File: src/rtl/core/fl_saw_pkg.sv
`timescale 1ns / 1ps
`default_nettype none
package fl_saw_pkg;
	typedef enum logic [2:0] {
		PH_IDLE  = 3'd0,
		PH_BUILD = 3'd1,
		PH_WAIT  = 3'd2,
		PH_HOLD  = 3'd3,
		PH_FAIL  = 3'd4,
		PH_DATA  = 3'd5
	} phase_t;

	typedef enum logic [1:0] {
		CMD_BEGIN = 2'd0,
		CMD_PAYLOAD = 2'd1,
		CMD_RXBYTE = 2'd2,
		CMD_TICK = 2'd3
	} cmd_t;

	typedef enum logic [1:0] {
		KIND_NONE = 2'd0,
		KIND_TX = 2'd1,
		KIND_RX = 2'd2
	} byte_kind_t;

	typedef enum logic [1:0] {
		CTL_IDLE = 2'd0,
		CTL_EMIT = 2'd1,
		CTL_RESEND = 2'd2
	} ctl_t;

	localparam logic [2:0] ST_IDLE = 3'd0;
	localparam logic [2:0] ST_AWAIT = 3'd1;
	localparam logic [2:0] ST_FAIL = 3'd2;
	localparam logic [2:0] ST_DATA = 3'd3;
	localparam logic [2:0] ST_REJECT = 3'd4;

	localparam logic [7:0] LEAD_CMD = 8'h11;
	localparam logic [7:0] LEAD_PROTO = 8'h12;
	localparam logic [7:0] BYTE_ACK = 8'h06;
	localparam logic [7:0] BYTE_NAK = 8'h15;
	localparam logic [7:0] BYTE_REPEAT = 8'h52;
	localparam logic [7:0] RESEND_MAX = 8'hFF;

	localparam logic [1:0] REG_RETRY = 2'd0;
	localparam logic [1:0] REG_TIMEOUT = 2'd1;
	localparam logic [1:0] REG_HOLDOFF = 2'd2;
endpackage
`default_nettype wire

File: src/rtl/core/framed_link_stop_and_wait_unit.sv
`timescale 1ns / 1ps
`default_nettype none
// Stop-and-wait framed link. Each input transaction yields one or more output
// transactions, one per byte (or one empty result), with last on the final one.
// A begin, payload byte, link byte or tick gives one result per byte it
// produces (up to five for a repeat request: the link byte and four frame
// bytes); a resend streams the stored frame out of the frame RAM at one byte
// per cycle while out_ready is high, with the first read issued at the
// accepting edge. One item is processed at a time; the next input is
// accepted once the last result has been taken.
module framed_link_stop_and_wait_unit #(
	parameter int MAX_PAYLOAD = 60,
	parameter int TICK_WIDTH = 16
) (
	input  wire logic        clk,
	input  wire logic        arst_n,
	input  wire logic        in_valid,
	output logic             in_ready,
	input  wire logic [1:0]  cmd,
	input  wire logic        frame_kind,
	input  wire logic [5:0]  payload_length,
	input  wire logic [7:0]  value,
	output logic             out_valid,
	input  wire logic        out_ready,
	output logic [1:0]       byte_kind,
	output logic [7:0]       byte_value,
	output logic [2:0]       link_status,
	output logic [7:0]       retry_count,
	output logic             last,
	input  wire logic        cfg_we,
	input  wire logic [1:0]  cfg_index,
	input  wire logic [15:0] cfg_data
);
	import fl_saw_pkg::*;

	localparam logic [TICK_WIDTH-1:0] TMAX = '1;
	localparam logic [5:0] MAXP = 6'(MAX_PAYLOAD);

	// configuration
	logic [7:0]  retry_limit_q;
	logic [15:0] timeout_q, holdoff_q;

	// link state
	phase_t phase_q;
	logic [5:0] frame_size_q, payload_left_q;
	logic [7:0] tx_sum_q, resends_q, rx_length_q, rx_sum_q;
	logic [TICK_WIDTH-1:0] elapsed_q;
	logic [8:0] rx_count_q;

	// result sequencer
	ctl_t ctl_q;
	logic [7:0] bytes_q [5];
	logic [2:0] nbytes_q, idx_q;
	logic [1:0] kind_q;
	logic [2:0] status_q;
	logic [5:0] rd_ptr_q;
	logic rd_live_q;

	// ram
	logic ram_we;
	logic [5:0] ram_waddr, ram_raddr;
	logic [7:0] ram_wdata, ram_rdata;

	fl_saw_ram #(.WIDTH(8), .DEPTH(64)) u_ram (
		.clk(clk), .we(ram_we), .waddr(ram_waddr), .wdata(ram_wdata),
		.raddr(ram_raddr), .rdata(ram_rdata)
	);

	// combinational step of one input
	logic accept;
	phase_t n_phase;
	logic [5:0] n_fsize, n_pleft;
	logic [7:0] n_txsum, n_resends, n_rxlen, n_rxsum;
	logic [TICK_WIDTH-1:0] n_elapsed;
	logic [8:0] n_rxcount;
	logic [7:0] e_bytes [4];
	logic [2:0] e_n;
	logic [1:0] e_kind;
	logic e_resend, e_reject;
	logic [5:0] plen;
	logic [7:0] lead, s;
	logic good;

	assign accept = in_valid && in_ready;
	assign in_ready = (ctl_q == CTL_IDLE);

	always_comb begin
		n_phase = phase_q; n_fsize = frame_size_q; n_pleft = payload_left_q;
		n_txsum = tx_sum_q; n_resends = resends_q; n_rxlen = rx_length_q;
		n_rxsum = rx_sum_q; n_elapsed = elapsed_q; n_rxcount = rx_count_q;
		for (int i = 0; i < 4; i++) e_bytes[i] = 8'd0;
		e_n = 3'd0; e_kind = KIND_TX; e_resend = 1'b0; e_reject = 1'b0;
		plen = (payload_length > MAXP) ? MAXP : payload_length;
		lead = frame_kind ? LEAD_PROTO : LEAD_CMD;
		s = 8'd0; good = 1'b0;
		unique case (cmd_t'(cmd))
			CMD_BEGIN: begin
				if (phase_q == PH_BUILD || phase_q == PH_WAIT || phase_q == PH_HOLD) begin
					e_reject = 1'b1;
				end else begin
					n_resends = 8'd0;
					e_bytes[0] = lead; e_bytes[1] = {2'b00, plen};
					s = lead + {2'b00, plen};
					n_pleft = plen; n_phase = PH_BUILD;
					if (plen == 6'd0) begin
						e_bytes[2] = s; e_n = 3'd3; n_fsize = 6'd3;
						n_txsum = s + s; n_phase = PH_WAIT; n_elapsed = '0;
					end else begin
						e_n = 3'd2; n_fsize = 6'd2; n_txsum = s;
					end
				end
			end
			CMD_PAYLOAD: begin
				if (phase_q == PH_BUILD && payload_left_q != 6'd0) begin
					s = tx_sum_q + value;
					e_bytes[0] = value; n_pleft = payload_left_q - 6'd1;
					if (payload_left_q == 6'd1) begin
						e_bytes[1] = s; e_n = 3'd2; n_fsize = frame_size_q + 6'd2;
						n_txsum = s + s; n_phase = PH_WAIT; n_elapsed = '0;
					end else begin
						e_n = 3'd1; n_fsize = frame_size_q + 6'd1; n_txsum = s;
					end
				end
			end
			CMD_RXBYTE: begin
				if (phase_q == PH_WAIT) begin
					if (value == BYTE_ACK) begin
						n_phase = PH_IDLE; n_resends = 8'd0;
					end else if (resends_q < retry_limit_q) begin
						if (value == BYTE_NAK) begin
							e_resend = 1'b1;
							if (resends_q != RESEND_MAX) n_resends = resends_q + 8'd1;
							n_elapsed = '0; n_phase = PH_WAIT;
						end else begin
							n_phase = PH_HOLD; n_elapsed = '0;
						end
					end else begin
						n_phase = PH_FAIL;
					end
				end else if (phase_q != PH_BUILD && phase_q != PH_HOLD) begin
					e_kind = KIND_RX; e_bytes[0] = value; e_n = 3'd1;
					if (rx_count_q == 9'd1) n_rxlen = value;
					if (rx_count_q >= 9'd2 && rx_count_q == {1'b0, n_rxlen} + 9'd2) begin
						good = (rx_sum_q == value);
						n_rxcount = 9'd0; n_rxsum = 8'd0;
						if (good) begin
							n_phase = PH_DATA;
						end else if (resends_q < retry_limit_q) begin
							// repeat request frame, emitted after the rx byte
							s = LEAD_PROTO + 8'd1 + BYTE_REPEAT;
							n_fsize = 6'd4; n_txsum = s + s; n_pleft = 6'd0;
							n_phase = PH_WAIT; n_elapsed = '0;
							if (resends_q != RESEND_MAX) n_resends = resends_q + 8'd1;
						end
					end else begin
						n_rxsum = rx_sum_q + value; n_rxcount = rx_count_q + 9'd1;
					end
				end
			end
			CMD_TICK: begin
				if (elapsed_q != TMAX) n_elapsed = elapsed_q + 1'b1;
				if (phase_q == PH_WAIT && 32'(n_elapsed) > 32'(timeout_q)) begin
					if (resends_q < retry_limit_q) begin
						n_phase = PH_HOLD; n_elapsed = '0;
					end else begin
						n_phase = PH_FAIL;
					end
				end else if (phase_q == PH_HOLD && 32'(n_elapsed) > 32'(holdoff_q)) begin
					e_resend = 1'b1;
					if (resends_q != RESEND_MAX) n_resends = resends_q + 8'd1;
					n_elapsed = '0; n_phase = PH_WAIT;
				end
			end
			default: ;
		endcase
	end

	// repeat request emits rx byte plus four tx bytes; handled as a flag
	logic rr_q;
	logic rr;
	assign rr = (cmd_t'(cmd) == CMD_RXBYTE) && (n_fsize == 6'd4) && (n_phase == PH_WAIT)
		&& (phase_q != PH_WAIT) && !good && (n_rxcount == 9'd0) && (rx_count_q >= 9'd2);

	// status after processing
	logic [2:0] n_status;
	always_comb begin
		unique case (n_phase)
			PH_WAIT, PH_HOLD: n_status = ST_AWAIT;
			PH_FAIL: n_status = ST_FAIL;
			PH_DATA: n_status = ST_DATA;
			default: n_status = ST_IDLE;
		endcase
		if (e_reject) n_status = ST_REJECT;
	end

	// frame store writes: one per cycle while out_ready is high, during emission of new tx bytes
	logic [5:0] wbase_q;
	logic wr_tx;
	logic [2:0] rr_off;
	assign wr_tx = (ctl_q == CTL_EMIT) && (nbytes_q != 3'd0)
		&& (rr_q ? (idx_q != 3'd0) : (kind_q == KIND_TX));
	assign rr_off = rr_q ? idx_q - 3'd1 : idx_q;
	assign ram_we = wr_tx && out_ready;
	assign ram_waddr = wbase_q + {3'd0, rr_off};
	assign ram_wdata = bytes_q[idx_q];

	// result sequencer
	logic cur_last;
	logic [5:0] nxt_ptr;
	always_comb begin
		cur_last = 1'b0;
		if (ctl_q == CTL_EMIT) cur_last = (idx_q + 3'd1 >= nbytes_q);
		if (ctl_q == CTL_RESEND) cur_last = (rd_ptr_q == frame_size_q);
		nxt_ptr = (rd_live_q && out_ready) ? rd_ptr_q + 6'd1 : rd_ptr_q;
		// first byte of a resend is read at the accepting edge
		ram_raddr = (ctl_q == CTL_RESEND) ? nxt_ptr : 6'd0;
	end

	always_comb begin
		out_valid = 1'b0; byte_kind = KIND_NONE; byte_value = 8'd0; last = cur_last;
		unique case (ctl_q)
			CTL_EMIT: begin
				out_valid = 1'b1;
				if (nbytes_q == 3'd0) begin
					byte_kind = KIND_NONE;
				end else if (rr_q && idx_q == 3'd0) begin
					byte_kind = KIND_RX; byte_value = bytes_q[0];
				end else begin
					byte_kind = rr_q ? KIND_TX : kind_q; byte_value = bytes_q[idx_q];
				end
			end
			CTL_RESEND: begin
				out_valid = rd_live_q;
				byte_kind = KIND_TX; byte_value = ram_rdata;
				last = (rd_ptr_q + 6'd1 == frame_size_q);
			end
			default: ;
		endcase
	end
	assign link_status = status_q;
	assign retry_count = resends_q;

	always_ff @(posedge clk or negedge arst_n) begin
		if (!arst_n) begin
			retry_limit_q <= 8'd3; timeout_q <= 16'd200; holdoff_q <= 16'd50;
			phase_q <= PH_IDLE; frame_size_q <= '0; payload_left_q <= '0;
			tx_sum_q <= '0; resends_q <= '0; elapsed_q <= '0; rx_count_q <= '0;
			rx_length_q <= '0; rx_sum_q <= '0; ctl_q <= CTL_IDLE; idx_q <= '0;
			nbytes_q <= '0; kind_q <= KIND_NONE; status_q <= ST_IDLE;
			rd_ptr_q <= '0; rd_live_q <= 1'b0; rr_q <= 1'b0; wbase_q <= '0;
		end else begin
			if (cfg_we) begin
				if (cfg_index == REG_RETRY) retry_limit_q <= cfg_data[7:0];
				else if (cfg_index == REG_TIMEOUT) timeout_q <= cfg_data;
				else if (cfg_index == REG_HOLDOFF) holdoff_q <= cfg_data;
			end
			if (accept) begin
				phase_q <= n_phase; frame_size_q <= n_fsize; payload_left_q <= n_pleft;
				tx_sum_q <= n_txsum; resends_q <= n_resends; elapsed_q <= n_elapsed;
				rx_count_q <= n_rxcount; rx_length_q <= n_rxlen; rx_sum_q <= n_rxsum;
				status_q <= n_status; idx_q <= '0; rr_q <= rr;
				kind_q <= e_kind;
				wbase_q <= (cmd_t'(cmd) == CMD_BEGIN || rr) ? 6'd0 : frame_size_q;
				if (rr) begin
					nbytes_q <= 3'd5;
					bytes_q[0] <= value; bytes_q[1] <= LEAD_PROTO; bytes_q[2] <= 8'd1;
					bytes_q[3] <= BYTE_REPEAT;
					bytes_q[4] <= LEAD_PROTO + 8'd1 + BYTE_REPEAT;
				end else begin
					nbytes_q <= e_n;
					for (int i = 0; i < 4; i++) bytes_q[i] <= e_bytes[i];
					bytes_q[4] <= 8'd0;
				end
				if (e_resend && frame_size_q != 6'd0) begin
					ctl_q <= CTL_RESEND; rd_ptr_q <= '0; rd_live_q <= 1'b1;
				end else begin
					ctl_q <= CTL_EMIT;
				end
			end else if (ctl_q == CTL_EMIT && out_ready) begin
				if (cur_last) ctl_q <= CTL_IDLE;
				idx_q <= idx_q + 3'd1;
			end else if (ctl_q == CTL_RESEND && out_ready) begin
				if (last) begin
					ctl_q <= CTL_IDLE; rd_live_q <= 1'b0;
				end
				rd_ptr_q <= nxt_ptr;
			end
		end
	end

	// during a resend the ram data is valid as soon as CTL_RESEND is entered
	// (raddr is driven with the next pointer, so the ram register holds the current byte)

	a_ready_idle: assert property (@(posedge clk) disable iff (!arst_n)
		in_ready |-> !out_valid) else $error("input taken while result pending");
	a_last_done: assert property (@(posedge clk) disable iff (!arst_n)
		(out_valid && out_ready && last) |=> in_ready) else $error("no return to idle");
	a_status_range: assert property (@(posedge clk) disable iff (!arst_n)
		out_valid |-> link_status <= ST_REJECT) else $error("bad status");
endmodule
`default_nettype wire

File: src/rtl/core/fl_saw_ram.sv
`timescale 1ns / 1ps
`default_nettype none
module fl_saw_ram #(
	parameter int WIDTH = 8,
	parameter int DEPTH = 64
) (
	input  wire logic                     clk,
	input  wire logic                     we,
	input  wire logic [$clog2(DEPTH)-1:0] waddr,
	input  wire logic [WIDTH-1:0]         wdata,
	input  wire logic [$clog2(DEPTH)-1:0] raddr,
	output logic      [WIDTH-1:0]         rdata
);
	logic [WIDTH-1:0] mem_q [DEPTH];

	// one write port, registered read port
	always_ff @(posedge clk) begin
		if (we) begin
			mem_q[waddr] <= wdata;
		end
		rdata <= mem_q[raddr];
	end
endmodule
`default_nettype wire
File: config.mk
export PLATFORM = sky130hd
export DESIGN_NAME = framed_link_stop_and_wait_unit
export DESIGN_NICKNAME = d
export VERILOG_FILES = /design/src/rtl/core/fl_saw_pkg.sv /design/src/rtl/core/framed_link_stop_and_wait_unit.sv /design/src/rtl/core/fl_saw_ram.sv
export SDC_FILE = /design/constraint.sdc
export NUM_CORES = 1
export LEC_CHECK = 0
export BUFFER_PORTS_ARGS = -buffer_cell sky130_fd_sc_hd__buf_4
export CORE_ASPECT_RATIO = 1.75
export CORE_MARGIN = 2
export CORE_UTILIZATION = 40
export CTS_CLUSTER_DIAMETER = 200
export DETAILED_ROUTE_END_ITERATION = 7
export PLACE_DENSITY = 0.56
export SKIP_CTS_REPAIR_TIMING = 1
export SLEW_MARGIN = 20
export SYNTH_ARGS = -nofsm -noshare
export SYNTH_HDL_FRONTEND = slang
export SYNTH_SLANG_ARGS = --single-unit
File: constraint.sdc
create_clock -name clk -period 12 [get_ports clk]
set_input_delay 2.4 -clock clk [delete_from_list [all_inputs] [get_ports clk]]
set_output_delay 2.4 -clock clk [all_outputs]
set_load 0.02 [all_outputs]
==> results_dict.tcl <==
set metrics [dict create \
    outcome "finished clean" \
    grt-ovfl-total 0 \
    drv_cap 0 \
    intPower_uw 4850 \
    crit_fanout 14 \
    fmax_ghz 0.162 \
    layout_common_cells "edfxtp_1 (536), nand2_1 (309), o21ai_0 (195)" \
    finalCritPeriodShare 0.516 \
    layout-drive-gt1-share 0.133 \
    io_pins 64 \
    setup_viol 0 \
    yosys.area_share.simple 0.119 \
    period_minus_slack_ps 6190 \
    syn2layout_area_growth_pct 12.1 \
    crit_path_start_kind "flop" \
    clkLatencyLatePin_ps 630 \
    synthAdderAreaFrac 0.0352 \
    post_drt_wl_per_cell_microns 24.1 \
    grt_usage 0.221 \
    port-buffer-count 63 \
    tightest_slew_ps 1200 \
    netlist_instances 2683 \
    worstReg2RegStart "elapsed_q[3]$_DFFE_PN0P_" \
    synth-compound-area-share 0.126 \
    drt_iter0_drc 1740 \
    yosysWarnings 0 \
    cts_buffers 68 \
    nFillCells 7330 \
    synth_flop_cell "edfxtp_1" \
    slew_headroom 0.195 \
    min_to "tx_sum_q[0]$_DFFE_PN0P_" \
    required_ps 12460 \
    critPathKind "flop to flop" \
    async_flop_share 0.202 \
    r2r_cells 19 \
    dr_total_vias 21900 \
    hold_start "tx_sum_q[0]$_DFFE_PN0P_" \
    hold_path_class "flop to flop" \
    cts_root_buffer "clkbuf_16" \
    grt_pass1_wl_mm 138 \
    final_common_cell "edfxtp_1" \
    route.detailed.drc 0 \
    h-tree-depth 3 \
    coreArea_sq_um 80600 \
    gp_congestion 0.912 \
    antenna_found_initial 1 \
    switchingPower_uw 2230 \
    hold_violations 0 \
    num_antenna_cells 0 \
    vias_per_cell 5.76 \
    ctsLongestPathBuffers 3 \
    power_frac_seq 0.452 \
    whs_path_depth 2 \
    synthesis.area_sq_um 32500 \
    hpwlAfterDp_mm 62.7 \
    post_dp_cell_area_sq_um 34100 \
    clk_pin_slew_ps 60 \
    rsz0062_at_grt "false" \
    ir_drop_v 0.000139 \
    placed_cells 3679 \
    grt_max_degree 96 \
    cts_tree "built" \
    final_nets 2828 \
    stdcell_area_sq_um 36400 \
    power_frac_clock 0.313 \
    synth-edff-count 536 \
    dr.pass1.iters 7 \
    postRouteWirelength_mm 91.8 \
    initial_core_util 0.403 \
    grt_pass1_vias 22600 \
    yosysSeqAreaShare 0.607 \
    synth.distinct_cells 93 \
    die_area_sq_um 83600 \
    p_total_uw 7090 \
    power_density_nw_per_um2 195 \
    final_cells 3803 \
    clock-skew-final_ps 28.3 \
    chipHeight_microns 381 \
    crit_arrival_ps 6640 \
    syn_avg_cell_area_sq_um 12.1 \
    ant_nets 0 \
    cts_sinks 682 \
    synth_top_family_by_area "compound AO/OA/AOI/OAI gates" \
    p_sw_frac 0.315 \
    finalMaxSlewViolations 0 \
    p_comb_frac 0.235 \
    rows 138 \
    r2r_slack_ps 5810 \
    synthXorXnorAreaFrac 0.0183 \
    crit_path_end_kind "flop" \
    synth.area.mux_share 0.0631 \
    die_w_microns 219 \
    power.leakage_uw 0.0129 \
    fin_tns_setup_ps 0 \
    r2r_end "bytes_q[0][1]$_DFFE_PP_" \
    ys_seq_elements 682 \
]
-- power groups by stage --
stage               Sequential (uW)  Clock [uW]  Combinational (uW)
finish                         3210        2220                1660
global placement               3240           0                1620
global route                   3220        2360                1830
CTS                            3200        2270                1670
floorplan                      3190           0                1070
detailed placement             3250           0                1670
-- metal layers --
metal  track usage  vias up  wire, microns  share of wire
li1              -    10100              -              -
met1         0.239    10900          32800           0.36
met2         0.408      698          49200           0.54
met3        0.0267      220           4130          0.045
met4         0.127        2           5700          0.062
met5             0        -             16        0.00017
-- final cells by class --
cell class                      count  area [sq um]  area share
Clock buffer                       84          1850      0.0507
Clock inverter                     40           460      0.0126
Inverter                           84           315     0.00866
Multi-Input combinational cell   1753         11900       0.328
Sequential cell                   682         19700       0.542
Tap cell                         1050          1310      0.0361
Timing Repair Buffer              110           830      0.0228
-- sequential cells by signal (all words and copies together) (netlist names), 3 cells and up --
register        count
bytes_q            24
elapsed_q          16
frame_size_q        6
holdoff_q          16
idx_q               3
link_status         3
nbytes_q            3
payload_left_q      6
phase_q             3
rd_ptr_q            6
retry_count         8
retry_limit_q       8
rx_count_q          9
rx_length_q         8
rx_sum_q            8
timeout_q          16
tx_sum_q            8
u_ram.mem_q       512
u_ram.rdata         8
wbase_q             6
-- synth_stat cells, types with 15 or more instances --
| cell | n | area, sq um |
|---|---|---|
| nand4_1 | 18 | 113 |
| o21ai_0 | 195 | 976 |
| o311ai_0 | 21 | 184 |
| xnor2_1 | 44 | 385 |
| nor3_1 | 33 | 165 |
| nand3_1 | 77 | 385 |
| edfxtp_1 | 536 | 16100 |
| a21o_1 | 16 | 120 |
| and2_1 | 15 | 93.8 |
| nor2b_1 | 26 | 163 |
| mux4_2 | 43 | 968 |
| xor2_1 | 24 | 210 |
| o31ai_1 | 28 | 210 |
| a311oi_1 | 18 | 158 |
| and3_1 | 22 | 138 |
| nand2_1 | 310 | 1160 |
| mux2i_1 | 54 | 541 |
| clkbuf_1 | 133 | 499 |
| nor2_1 | 175 | 657 |
| o211ai_1 | 51 | 383 |
| a22oi_1 | 25 | 188 |
| dfrtp_1 | 130 | 3250 |
| inv_1 | 82 | 308 |
| nand3b_1 | 52 | 390 |
| a21oi_1 | 163 | 816 |
| nand2b_1 | 23 | 144 |
| mux2_2 | 48 | 541 |
| ha_1 | 85 | 1060 |
| buf_1 | 16 | 60.1 |
-- worst max-delay path by stage --
| stage | depth (start not counted) | from | end | slack, ps |
|---|---|---|---|---|
| global placement | 12 | out_ready | u_ram.rdata[3]$_DFF_P_ | 5480 |
| floorplan | 7 | idx_q[0]$_DFFE_PN0P_ | byte_value[7] | 5550 |
| detailed placement | 15 | value[1] | payload_left_q[4]$_DFFE_PN0P_ | 5400 |
| finish | 19 | elapsed_q[3]$_DFFE_PN0P_ | bytes_q[0][1]$_DFFE_PP_ | 5810 |
| global route | 19 | elapsed_q[3]$_DFFE_PN0P_ | bytes_q[0][1]$_DFFE_PP_ | 5440 |
| CTS | 10 | idx_q[0]$_DFFE_PN0P_ | byte_value[0] | 5790 |
-- cells by family after synthesis --
group | count (synthesis)
other | 1
xor gates and xnor gates | 68
adders and majority gates | 89
buffers and inverters | 250
and+or+nand+nor | 807
muxes | 145
AOI/OAI and AO/OA | 641
DFF | 682
-- worst max-delay path, cell delays in order (launching register included) --
cell and delay [ps]:
dfrtp_1 470, and4_1 280, and4_1 280, nand3_1 180, or3_1 580, and3_1 310, and4_1 250, xor2_1 170
ha_1 290, nand2_1 70, or4_1 530, a21o_1 180, a41oi_1 390, o21a_1 190, a211oi_1 70, nor4_1 440
o2111ai_1 270, o31ai_4 540, nor2_1 260, o2bb2ai_1 250
-- through the flow --
step	utilization	hold slack, ps	setup WS, ps
6_report	0.452	493	5810
5_1_grt	0.452	519	5440
4_1_cts	0.451	488	5790
3_5_place_dp	0.423	475	5400
3_3_place_gp	0.423	466	5480
2_1_floorplan	-	453	5550
Power figures use the tool's default switching activity.
